## src/rtl/epfa_ram.sv

```systemverilog
// Generic single-write, single-read RAM with registered read data.
module epfa_ram #(
  parameter int WIDTH = 8,
  parameter int DEPTH = 256,
  localparam int AW = $clog2(DEPTH)
) (
  input  logic             clk,
  input  logic             we,
  input  logic [AW-1:0]    waddr,
  input  logic [WIDTH-1:0] wdata,
  input  logic [AW-1:0]    raddr,
  output logic [WIDTH-1:0] rdata
);

  logic [WIDTH-1:0] mem [DEPTH];

  // Write port and registered read port
  always_ff @(posedge clk) begin
    if (we) begin
      mem[waddr] <= wdata;
    end
    rdata <= mem[raddr];
  end

endmodule

```

## config.mk

```make
export PLATFORM = sky130hd
export DESIGN_NAME = epfa_ram
export DESIGN_NICKNAME = d
export VERILOG_FILES = /design/src/rtl/epfa_ram.sv
export SDC_FILE = /design/constraint.sdc
export NUM_CORES = 2
export LEC_CHECK = 0
export ABC_AREA = 0
export BUFFER_PORTS_ARGS = -buffer_cell sky130_fd_sc_hd__buf_2
export CELL_PAD_IN_SITES_DETAIL_PLACEMENT = 2
export CELL_PAD_IN_SITES_GLOBAL_PLACEMENT = 2
export CORE_UTILIZATION = 25
export CTS_CLUSTER_SIZE = 14
export DETAILED_ROUTE_END_ITERATION = 16
export PLACE_DENSITY = 0.56
export SYNTH_ARGS = -nofsm -noshare
export SYNTH_HDL_FRONTEND = slang
export SYNTH_SLANG_ARGS = --single-unit
```

## constraint.sdc

```tcl
create_clock -name clk -period 3.35 [get_ports clk]
set_clock_uncertainty 0.2 [all_clocks]
set_input_delay 0.67 -clock clk [delete_from_list [all_inputs] [get_ports clk]]
set_output_delay 0.67 -clock clk [all_outputs]
set_load 0.005 [all_outputs]
```

==> flow_metrics.py <==
metrics = {
    "sta": {
        "hold_viol_final": 0,
        "fin_hold_ws_ns": 0.03666,
        "period_needed_ns": 3.294,
        "tightestPinTransition_ns": 1.336,
        "drv_slew": 0,
        "fmaxAchievable_mhz": 303.6,
        "slew-limit-headroom_pct": 10.24,
        "fin_crit_sh_pct": 98.33,
        "rsz0062_at_grt": "no",
        "setup_viol": 0,
    },
    "floorplan": {
        "die_w_um": 566.1,
        "die_y_um": 566.1,
        "die_area_mm2": 0.3205,
        "io_pins": 34,
        "num_rows": 206,
        "initial_core_util_pct": 25.20,
        "fp.coreArea_mm2": 0.3157,
    },
    "drt": {
        "firstDrtPassIters": 7,
        "vias_per_cell": 4.711,
        "num_vias": 41065,
        "drc": 0,
        "wire_per_inst_um": 28.62,
        "wirelength_mm": 249.5,
        "drt_iter0_markers": 3746,
        "antenna_left": 0,
    },
    "power": {
        "total_power_mw": 56.44,
        "peakVddDrop_v": 0.0004659,
        "powerDensity_mw_per_mm2": 584.3,
        "p_leak_nw": 30.44,
    },
    "logic_synthesis": {
        "synth_area_leaders": "edfxtp_1 77%, mux4_2 13%, mux2i_1 1.7%",
        "async_reset_ff_share_pct": 0,
        "synthDistinctLibCells": 55,
        "ys_ff_latch": 2056,
        "synth-edff-count": 2048,
        "synth_top_area_cell": "edfxtp_1",
        "synthFlopType": "edfxtp_1",
        "synthCells": 3733,
        "ys_seq_area_share_pct": 77.50,
        "ys_warn_count": 0,
        "syn_area_per_cell_um2": 21.31,
        "yosys-top-cells-count": "2048 x edfxtp_1, 454 x mux4_2, 282 x nor2_1",
        "synth_nets": 3759,
        "netlist_area_mm2": 0.07956,
        "synthMostInstantiatedCell": "edfxtp_1",
        "synth.top_cell.area_share_pct": 77.30,
    },
    "clocking": {
        "htree_levels": 4,
        "root_buffer": "clkbuf_16",
        "clk_pin_slew_ns": 0.06,
        "numCtsBuffers": 222,
        "clk_latency_ns": 0.88,
        "cts_tree": "yes",
        "ctsLongestPathBuffers": 3,
        "cts.sinks": 2056,
    },
    "setup_path": {
        "crit_fanout": 18,
        "worstSetupPathType": "input port to register",
        "start_kind": "input port",
        "crit_required_ns": 3.85,
        "worstSetupEndpointType": "register",
        "cp_data_arrival_time_ns": 3.79,
    },
    "place": {
        "io_buffers": 33,
        "globalplace.congestion": 0.7724,
        "hpwl_mm": 163.3,
    },
    "min_path": {
        "worstHoldPathType": "input port to register",
    },
    "flow_run": {
        "maxCapViolations": 0,
    },
    "global_routing": {
        "grt_max_degree": 94,
        "overflow": 0,
        "grt_pass1_vias": 44599,
        "grt_use_total_pct": 15.40,
        "grt_pass1_wl_mm": 354.9,
        "antenna_found_initial": 23,
    },
    "layout": {
        "drive_above_1_share_pct": 31.65,
        "fin_nets": 4383,
        "nFillCells": 31444,
        "syn_to_final_growth_pct": 21.40,
    },
    "status": {
        "status": "finished, final reports clean",
    },
}
==> area by class of cell <==
cell class,count,area [µm²],area share (%)
sequential,2056,61660,63.84
timing repair buffer,633,5791,5.995
clock buffer,288,6058,6.273
inverter,2,7.507,0.007773
clock inverter,129,1301,1.347
multi-input combinational,1442,16550,17.13
antenna,6,15.01,0.01555
tap,4160,5205,5.389
==> registers in the layout (all words and copies together) (netlist names) <==
register  flops
mem        2048
rdata         8
==> final timing paths <==
path                    from     endpoint  slack, ns  cells after the start
setup / recovery    raddr[0]     rdata[5]       0.06                      8
hold / removal      wdata[3]  mem[187][3]       0.04                      1
setup reg to reg  mem[83][5]     rdata[5]       0.21                      6
hold reg to reg   mem[51][3]     rdata[3]       0.96                      6
==> kinds of logic (layout without fill, tap and decap cells) <==
group,count (synthesis),in the layout,share of synthesized area (%)
and+or+nand+nor,466,466,2.628
other,0,6,0
DFF,2056,2056,77.50
AOI/OAI and AO/OA,385,385,3.419
buffers and inverters,235,1052,1.831
muxes,591,591,14.62
==> layer usage <==
layer / vias up / routed length, µm / global-route usage [%]
li1: 17004 / - / -
met1: 22792 / 108800 / 20.86
met2: 966 / 124300 / 26.12
met3: 299 / 11430 / 2.101
met4: 4 / 4899 / 3.556
met5: - / 21 / 0
==> power by group <==
group / total, mW / switching (mW) / internal, mW
registers: 28.4 / 0.0809 / 28.4
clock network: 24.9 / 10.4 / 14.5
logic: 3.08 / 1.91 / 1.17
total: 56.4 / 12.4 / 44.0
==> stage by stage <==
stage          setup slack, ns  setup TNS [ns]  instances  cell area (µm²)  utilization, %
4_1_cts                0.03935               0       8710            96560           30.58
3_3_place_gp            -1.338          -6.550       8289            89160           28.24
6_report               0.05594               0       8716            96580           30.59
2_1_floorplan           0.5421               0       3733            79560               -
3_5_place_dp           -0.9099          -4.845       8291            89180           28.25
5_1_grt                0.01579               0       8711            96570           30.59
==> what timing repair did <==
item | 4_1_cts | 5_1_grt
hold buffers | 2 | 0
setup buffers | 0 | 0
setup endpoints to repair | 0 | 1
gates resized for setup | 0 | 1
hold endpoints to repair | 70 | 0
==> critical path, stage by stage <==
cell	delay, ns
buf_8	0.22
buf_12	0.26
buf_4	0.28
mux4_2	0.57
a221oi_1	0.34
o32ai_1	0.15
nor3_1	1.03
nor4_1	0.17
==> cell usage in the layout (no fill, tap or decap), types with 33 or more instances in the layout <==
cell and n:
a22oi_1 133, buf_12 81, clkbuf_16 226, a21oi_1 96
nand2_1 33, nor2_1 279, clkbuf_1 45, clkinv_1 49
o221ai_1 46, buf_4 518, mux2i_1 134, clkinv_2 42
edfxtp_1 2048, mux4_2 454
(Power assumes the default switching activity.)
