===== src/rtl/epfa_pkg.sv =====
// Shared types and constants for the event polarity frame accumulator.
package epfa_pkg;

  // Command codes carried on the command port
  typedef enum logic [1:0] {
    CMD_ADD   = 2'd0,
    CMD_READ  = 2'd1,
    CMD_CLEAR = 2'd2
  } cmd_t;

  // Configuration register indexes
  localparam logic [1:0] REG_FRAME_WIDTH  = 2'd0;
  localparam logic [1:0] REG_FRAME_HEIGHT = 2'd1;

  // Rendering constants
  localparam logic [7:0] GRAY_MID  = 8'd128;
  localparam logic [6:0] SCALE_NUM = 7'd127;
  localparam logic [7:0] COUNT_MAX = 8'd255;

  // Result handed from the scaling unit to the controller
  typedef struct packed {
    logic       done;
    logic [7:0] gray;
  } scale_res_t;

endpackage


===== src/rtl/epfa_scale.sv =====
// Two-lane restoring divider with half-to-even rounding that renders a gray level.
module epfa_scale (
  input  logic                    clk,
  input  logic                    rst,
  input  logic                    go,
  input  logic [7:0]              pos_count,
  input  logic [7:0]              neg_count,
  input  logic [7:0]              peak,
  output epfa_pkg::scale_res_t    res
);

  logic        run;
  logic        rnd;
  logic [2:0]  step;
  logic [14:0] div_sh;
  logic [7:0]  divisor;
  logic [14:0] rem_p;
  logic [14:0] rem_n;
  logic [7:0]  q_p;
  logic [7:0]  q_n;
  logic        ge_p;
  logic        ge_n;
  logic        up_p;
  logic        up_n;
  logic [8:0]  twice_p;
  logic [8:0]  twice_n;
  logic [7:0]  qr_p;
  logic [7:0]  qr_n;
  logic [8:0]  gray_full;

  // Compare each remainder against the shifted divisor
  assign ge_p = (rem_p >= div_sh);
  assign ge_n = (rem_n >= div_sh);

  // Round half to even: remainder stays below the divisor
  assign twice_p   = {rem_p[7:0], 1'b0};
  assign twice_n   = {rem_n[7:0], 1'b0};
  assign up_p      = (twice_p > {1'b0, divisor}) || ((twice_p == {1'b0, divisor}) && q_p[0]);
  assign up_n      = (twice_n > {1'b0, divisor}) || ((twice_n == {1'b0, divisor}) && q_n[0]);
  assign qr_p      = q_p + {7'd0, up_p};
  assign qr_n      = q_n + {7'd0, up_n};
  assign gray_full = {1'b0, epfa_pkg::GRAY_MID} + {1'b0, qr_p} - {1'b0, qr_n};

  // Sequence control and result register
  always_ff @(posedge clk) begin
    if (rst) begin
      run      <= 1'b0;
      rnd      <= 1'b0;
      step     <= 3'd0;
      res.done <= 1'b0;
    end else begin
      res.done <= rnd;
      rnd      <= 1'b0;
      if (go) begin
        run  <= 1'b1;
        step <= 3'd7;
      end else if (run) begin
        step <= step - 3'd1;
        if (step == 3'd0) begin
          run <= 1'b0;
          rnd <= 1'b1;
        end
      end
      if (rnd) begin
        res.gray <= gray_full[7:0];
      end
    end
  end

  // Datapath: load numerators, then retire one quotient bit per cycle
  always_ff @(posedge clk) begin
    if (go) begin
      rem_p   <= 15'(pos_count) * 15'(epfa_pkg::SCALE_NUM);
      rem_n   <= 15'(neg_count) * 15'(epfa_pkg::SCALE_NUM);
      div_sh  <= {peak, 7'd0};
      divisor <= peak;
      q_p     <= 8'd0;
      q_n     <= 8'd0;
    end else if (run) begin
      if (ge_p) begin
        rem_p <= rem_p - div_sh;
      end
      if (ge_n) begin
        rem_n <= rem_n - div_sh;
      end
      q_p    <= {q_p[6:0], ge_p};
      q_n    <= {q_n[6:0], ge_n};
      div_sh <= {1'b0, div_sh[14:1]};
    end
  end

endmodule


===== config.mk =====
export PLATFORM = sky130hd
export DESIGN_NAME = epfa_scale
export DESIGN_NICKNAME = d
export VERILOG_FILES = /design/src/rtl/epfa_pkg.sv /design/src/rtl/epfa_scale.sv
export SDC_FILE = /design/constraint.sdc
export NUM_CORES = 1
export LEC_CHECK = 0
export ABC_AREA = 0
export ABC_CLOCK_PERIOD_IN_PS = 6900
export BUFFER_PORTS_ARGS = -buffer_cell sky130_fd_sc_hd__clkbuf_2
export CAP_MARGIN = 10
export CORE_ASPECT_RATIO = 0.6
export CORE_MARGIN = 5
export CORE_UTILIZATION = 65
export DETAILED_ROUTE_END_ITERATION = 6
export GPL_ROUTABILITY_DRIVEN = 0
export PLACE_DENSITY = 0.91
export SLEW_MARGIN = 20
export SYNTH_ARGS = -nofsm -noshare
export SYNTH_HDL_FRONTEND = slang
export SYNTH_SLANG_ARGS = --single-unit

===== constraint.sdc =====
create_clock -name clk -period 6.9 [get_ports clk]
set_input_delay 0 -clock clk [delete_from_list [all_inputs] [get_ports clk]]
set_output_delay 0 -clock clk [all_outputs]
set_load 0.005 [all_outputs]

==> results by group <==
Worst setup path
  • Crit-path max FO: 3
  • Startpoint Class: flop
  • Worst reg-to-reg setup slack: 2.49 ns
  • Critical Path Sink: res[7]
  • Crit Reg-Reg Startpoint: rem_n[1]
  • Worst Setup Path Type: reg -> reg
  • Required time worst endpoint: 7.00 ns
  • Crit. End Element: flop
  • Crit-path most repeated cell: a21oi_1
  • R2r endpoint: res[7]
  • Worst path slowest cell: a2111oi_0
  • Critical Path Start: rem_n[1]
  • R2r worst-path depth: 19
  • Slowest stage delay, CP: 0.55 ns
  • CP arrival: 4.51 ns
  • CP cell instances: ha_1, a21oi_1, nor2b_1, o21ai_0, a21oi_1, a2111oi_0, a21oi_1, fa_1, fa_1, inv_1, ha_1, inv_1, fa_1, inv_1, a21o_1, a21oi_1, o21bai_1, a21oi_1, xnor2_1

Yosys
  • EDFF count, synth: 54
  • Synth area leaders: edfxtp_1 (20%), ha_1 (19%), fa_1 (12%)
  • Ys Warns: 0
  • Largest family of logic cells by synthesized area: adder cells
  • Yosys reg bits: 83
  • Synth area leader: edfxtp_1
  • Post-Synth Simple-Gate Area: 10.1%
  • Post-Syn Area: 8210 µm²
  • Xor/xnor share of the synthesized area: under 10%
  • Cells after synthesis: 855
  • Area share of the largest cell type after synthesis: 19.7%
  • Adder-Cell Fraction of Synth Area: about a third
  • Mux share of post-synthesis cell area: 4.05%
  • Seq/Total Area, Yosys: 26.8%
  • Synth Flop Type: edfxtp_1
  • Compound-Gate Fraction of Synth Area: 15.5%
  • Async SR Flop Fraction: 0%
  • Synth unique cells: 61
  • Syn_area_per_cell: between 9 and 10 µm²
  • Synth Net Count: 1059

Global route
  • Met2 usage: 37.5%
  • Met1 global-route usage: ~39%
  • GRT overflow: 0
  • Busiest metal layer after global routing: met1
  • Largest net degree at the start of global routing: 63
  • Total track usage: 26.1%
  • Vias in the first global route: 6269
  • Initial antenna violation count: 0
  • First-pass GRT wire length: 31900 µm
  • M3 GR Usage: 7.25%

Floorplanning
  • FP Rows: 31
  • Die X-Extent: roughly 160 µm
  • Core area: 12200 µm²
  • Initial Utilization: between 60% and 70%
  • # IOs: 36
  • DIE HEIGHT: about 97 µm
  • Die ar.: 15100 µm²

Routing
  • DRC marker count from the first detailed-route iteration: 864
  • Drt total wl: 19200 µm
  • DRT Pass-1 Iters: 6
  • DRC violation count after routing: 0
  • Drt wl/cell: 18.1 µm
  • Vias per cell: 6.14
  • Routed Antenna Nets: 0
  • Via count: 6520

STA
  • Max Clk Rate: 227 MHz
  • Slew Limit Fails: 0
  • Worst rel slew slack: 50.2%
  • RSZ-0062 raised after global routing: false
  • Worst Tran Pin Value: about 0.75 ns
  • Worst Skew: 0.00885 ns
  • Minimum clock period: 4.41 ns
  • Ratio of final minimum period to clock period: 63.9%
  • Final hold vios: 0
  • Final setup viols: 0
  • Sum Neg Setup Slack: 0 ns

Clock tree
  • H-Tree Level Count: 3
  • Worst skew pair latency: 0.35 ns
  • Clock tree buffer depth: 2
  • Post CTS Setup Buffer Count: 0
  • Clock-pin slew on the worst setup and hold paths: approximately 0.07 ns
  • CTS tree: done
  • Clock sink count: 83
  • Num CTS Buffers: 9
  • Clk root buf: clkbuf_16

Pwr
  • Sequential group share of total power: roughly a fifth
  • Psw: 1680 µW
  • Power Density: 413 nW/µm²
  • Combinational share of power: 66.1%
  • Clk pwr share: around an eighth
  • Maximum VDD drop: about 0.24 mV
  • Int Power: 1990 µW
  • Switching fraction of total power: 45.8%
  • Leak: 0.00419 µW

Run status
  • Status: completed

Cells and area
  • Share of cells above drive strength 1: 7.47%
  • Nets@finish: 1096
  • Final non-filler cell total: 1062
  • Area delta synth->final: 8.46%
  • FILL cells: between 800 and 900
  • N_diodes: 0

Placement
  • Hpwl dp: roughly 15000 µm
  • Port bufs: 35
  • DP Cell Count: 1037

Hold path
  • Class of the worst hold path: in -> reg

Job
  • Max cap viols: 0
## sequential cells by signal, summed over array words and instances (netlist names)
signal	count
div_sh	15
rnd	1
q_n	8
q_p	8
rem_n	15
res	9
divisor	8
run	1
step	3
rem_p	15
## cells by family after synthesis
kind of cell    count (synthesis)
fa+ha+maj                     177
flops                          83
mux                            33
buf+inv                       158
xor+xnor                       43
simple gates                  174
compound gates                187
## cells in the final DEF, fill, tap and decap left out, types with 3 or more instances in the layout
master,n
o31ai_1,8
a221oi_1,3
buf_4,4
clkbuf_2,34
xor2_1,15
nor3_1,12
o21a_1,14
a21oi_1,44
nand2b_1,6
inv_1,137
nand2_1,34
a21o_1,22
nor2b_1,11
a2111oi_0,4
and3_1,5
fa_1,51
a21boi_0,3
dlygate4sd3_1,9
o21bai_1,7
nand3_1,11
o21ai_0,34
a211o_1,3
nand4_1,8
dfxtp_1,29
o31a_1,4
ha_1,126
mux2i_1,31
clkbuf_16,9
inv_6,3
xnor2_1,28
a211oi_1,9
nor2_1,70
o211ai_1,4
a22o_1,8
edfxtp_1,54
a41oi_1,3
## final cells by class
class / count / area, µm² / area share (%)
tap: 165 / 206 / 2.32
multi-input combinational: 614 / 5410 / 60.7
clock inverter: 7 / 58.8 / 0.660
sequential: 83 / 2200 / 24.7
inverter: 137 / 514 / 5.77
clock buffer: 9 / 225 / 2.53
timing repair buffer: 47 / 290 / 3.26
## stage by stage
stage | utilization (%) | area, µm² | hold WS (ns) | setup WS, ns | total power [µW]
2_1_floorplan | - | 8210 | 0.0716 | 2.94 | 2580
3_3_place_gp | 69.8 | 8530 | 0.195 | 2.68 | 2980
3_5_place_dp | 69.8 | 8530 | 0.200 | 2.50 | 3090
4_1_cts | 72.9 | 8910 | 0.0443 | 2.61 | 3610
5_1_grt | 72.9 | 8910 | 0.0954 | 2.21 | 3970
6_report | 72.9 | 8910 | 0.0526 | 2.49 | 3680
## Yosys cell counts, types with 14 or more instances
cell type,number
fa_1,51
o21ai_0,34
nor2_1,70
xor2_1,15
dfxtp_1,29
nand2_1,34
o21a_1,14
ha_1,126
xnor2_1,28
a21o_1,22
a21oi_1,44
mux2i_1,31
inv_1,137
edfxtp_1,54
## power by group through the flow
stage | clock network (µW) | logic [µW] | registers, µW
CTS | 473 | 2370 | 767
global placement | 0 | 2200 | 773
finish | 474 | 2430 | 771
global route | 498 | 2700 | 775
floorplan | 0 | 1830 | 749
detailed placement | 0 | 2320 | 775
## how the worst min path moves through the flow
stage | to | startpoint | cells past startpoint
after floorplan | res[8] | rst | 1
after global placement | divisor[7] | peak[7] | 1
after detailed placement | divisor[7] | peak[7] | 1
after CTS | rem_n[0] | neg_count[0] | 3
after global routing | rem_n[0] | neg_count[0] | 3
final | rem_n[0] | neg_count[0] | 3
## timing repair
action,in CTS,in global routing
hold endpoints to repair,16,0
resized for setup,0,0
hold buffers,9,0
## routing by layer
| layer | vias up | wire length (µm) | part of all wire (%) |
|---|---|---|---|
| met1 | 3057 | 8770 | 46 |
| met5 | - | 0 | 0 |
| met3 | 41 | 2170 | 11 |
| met2 | 360 | 7940 | 41 |
| li1 | 3062 | - | - |
| met4 | 0 | 339 | 1.8 |
## worst max-delay path, delay by kind of cell, from the launching register on
kind / cells / cell delay [ns]
adders and majority gates: 5 / 1.61
xor gates and xnor gates: 1 / 0.10
buffers and inverters: 3 / 0.16
and+or+nand+nor: 1 / 0.05
DFF: 1 / 0.42
AOI/OAI and AO/OA: 9 / 1.78
No activity file was read; power rests on OpenSTA's default activity.
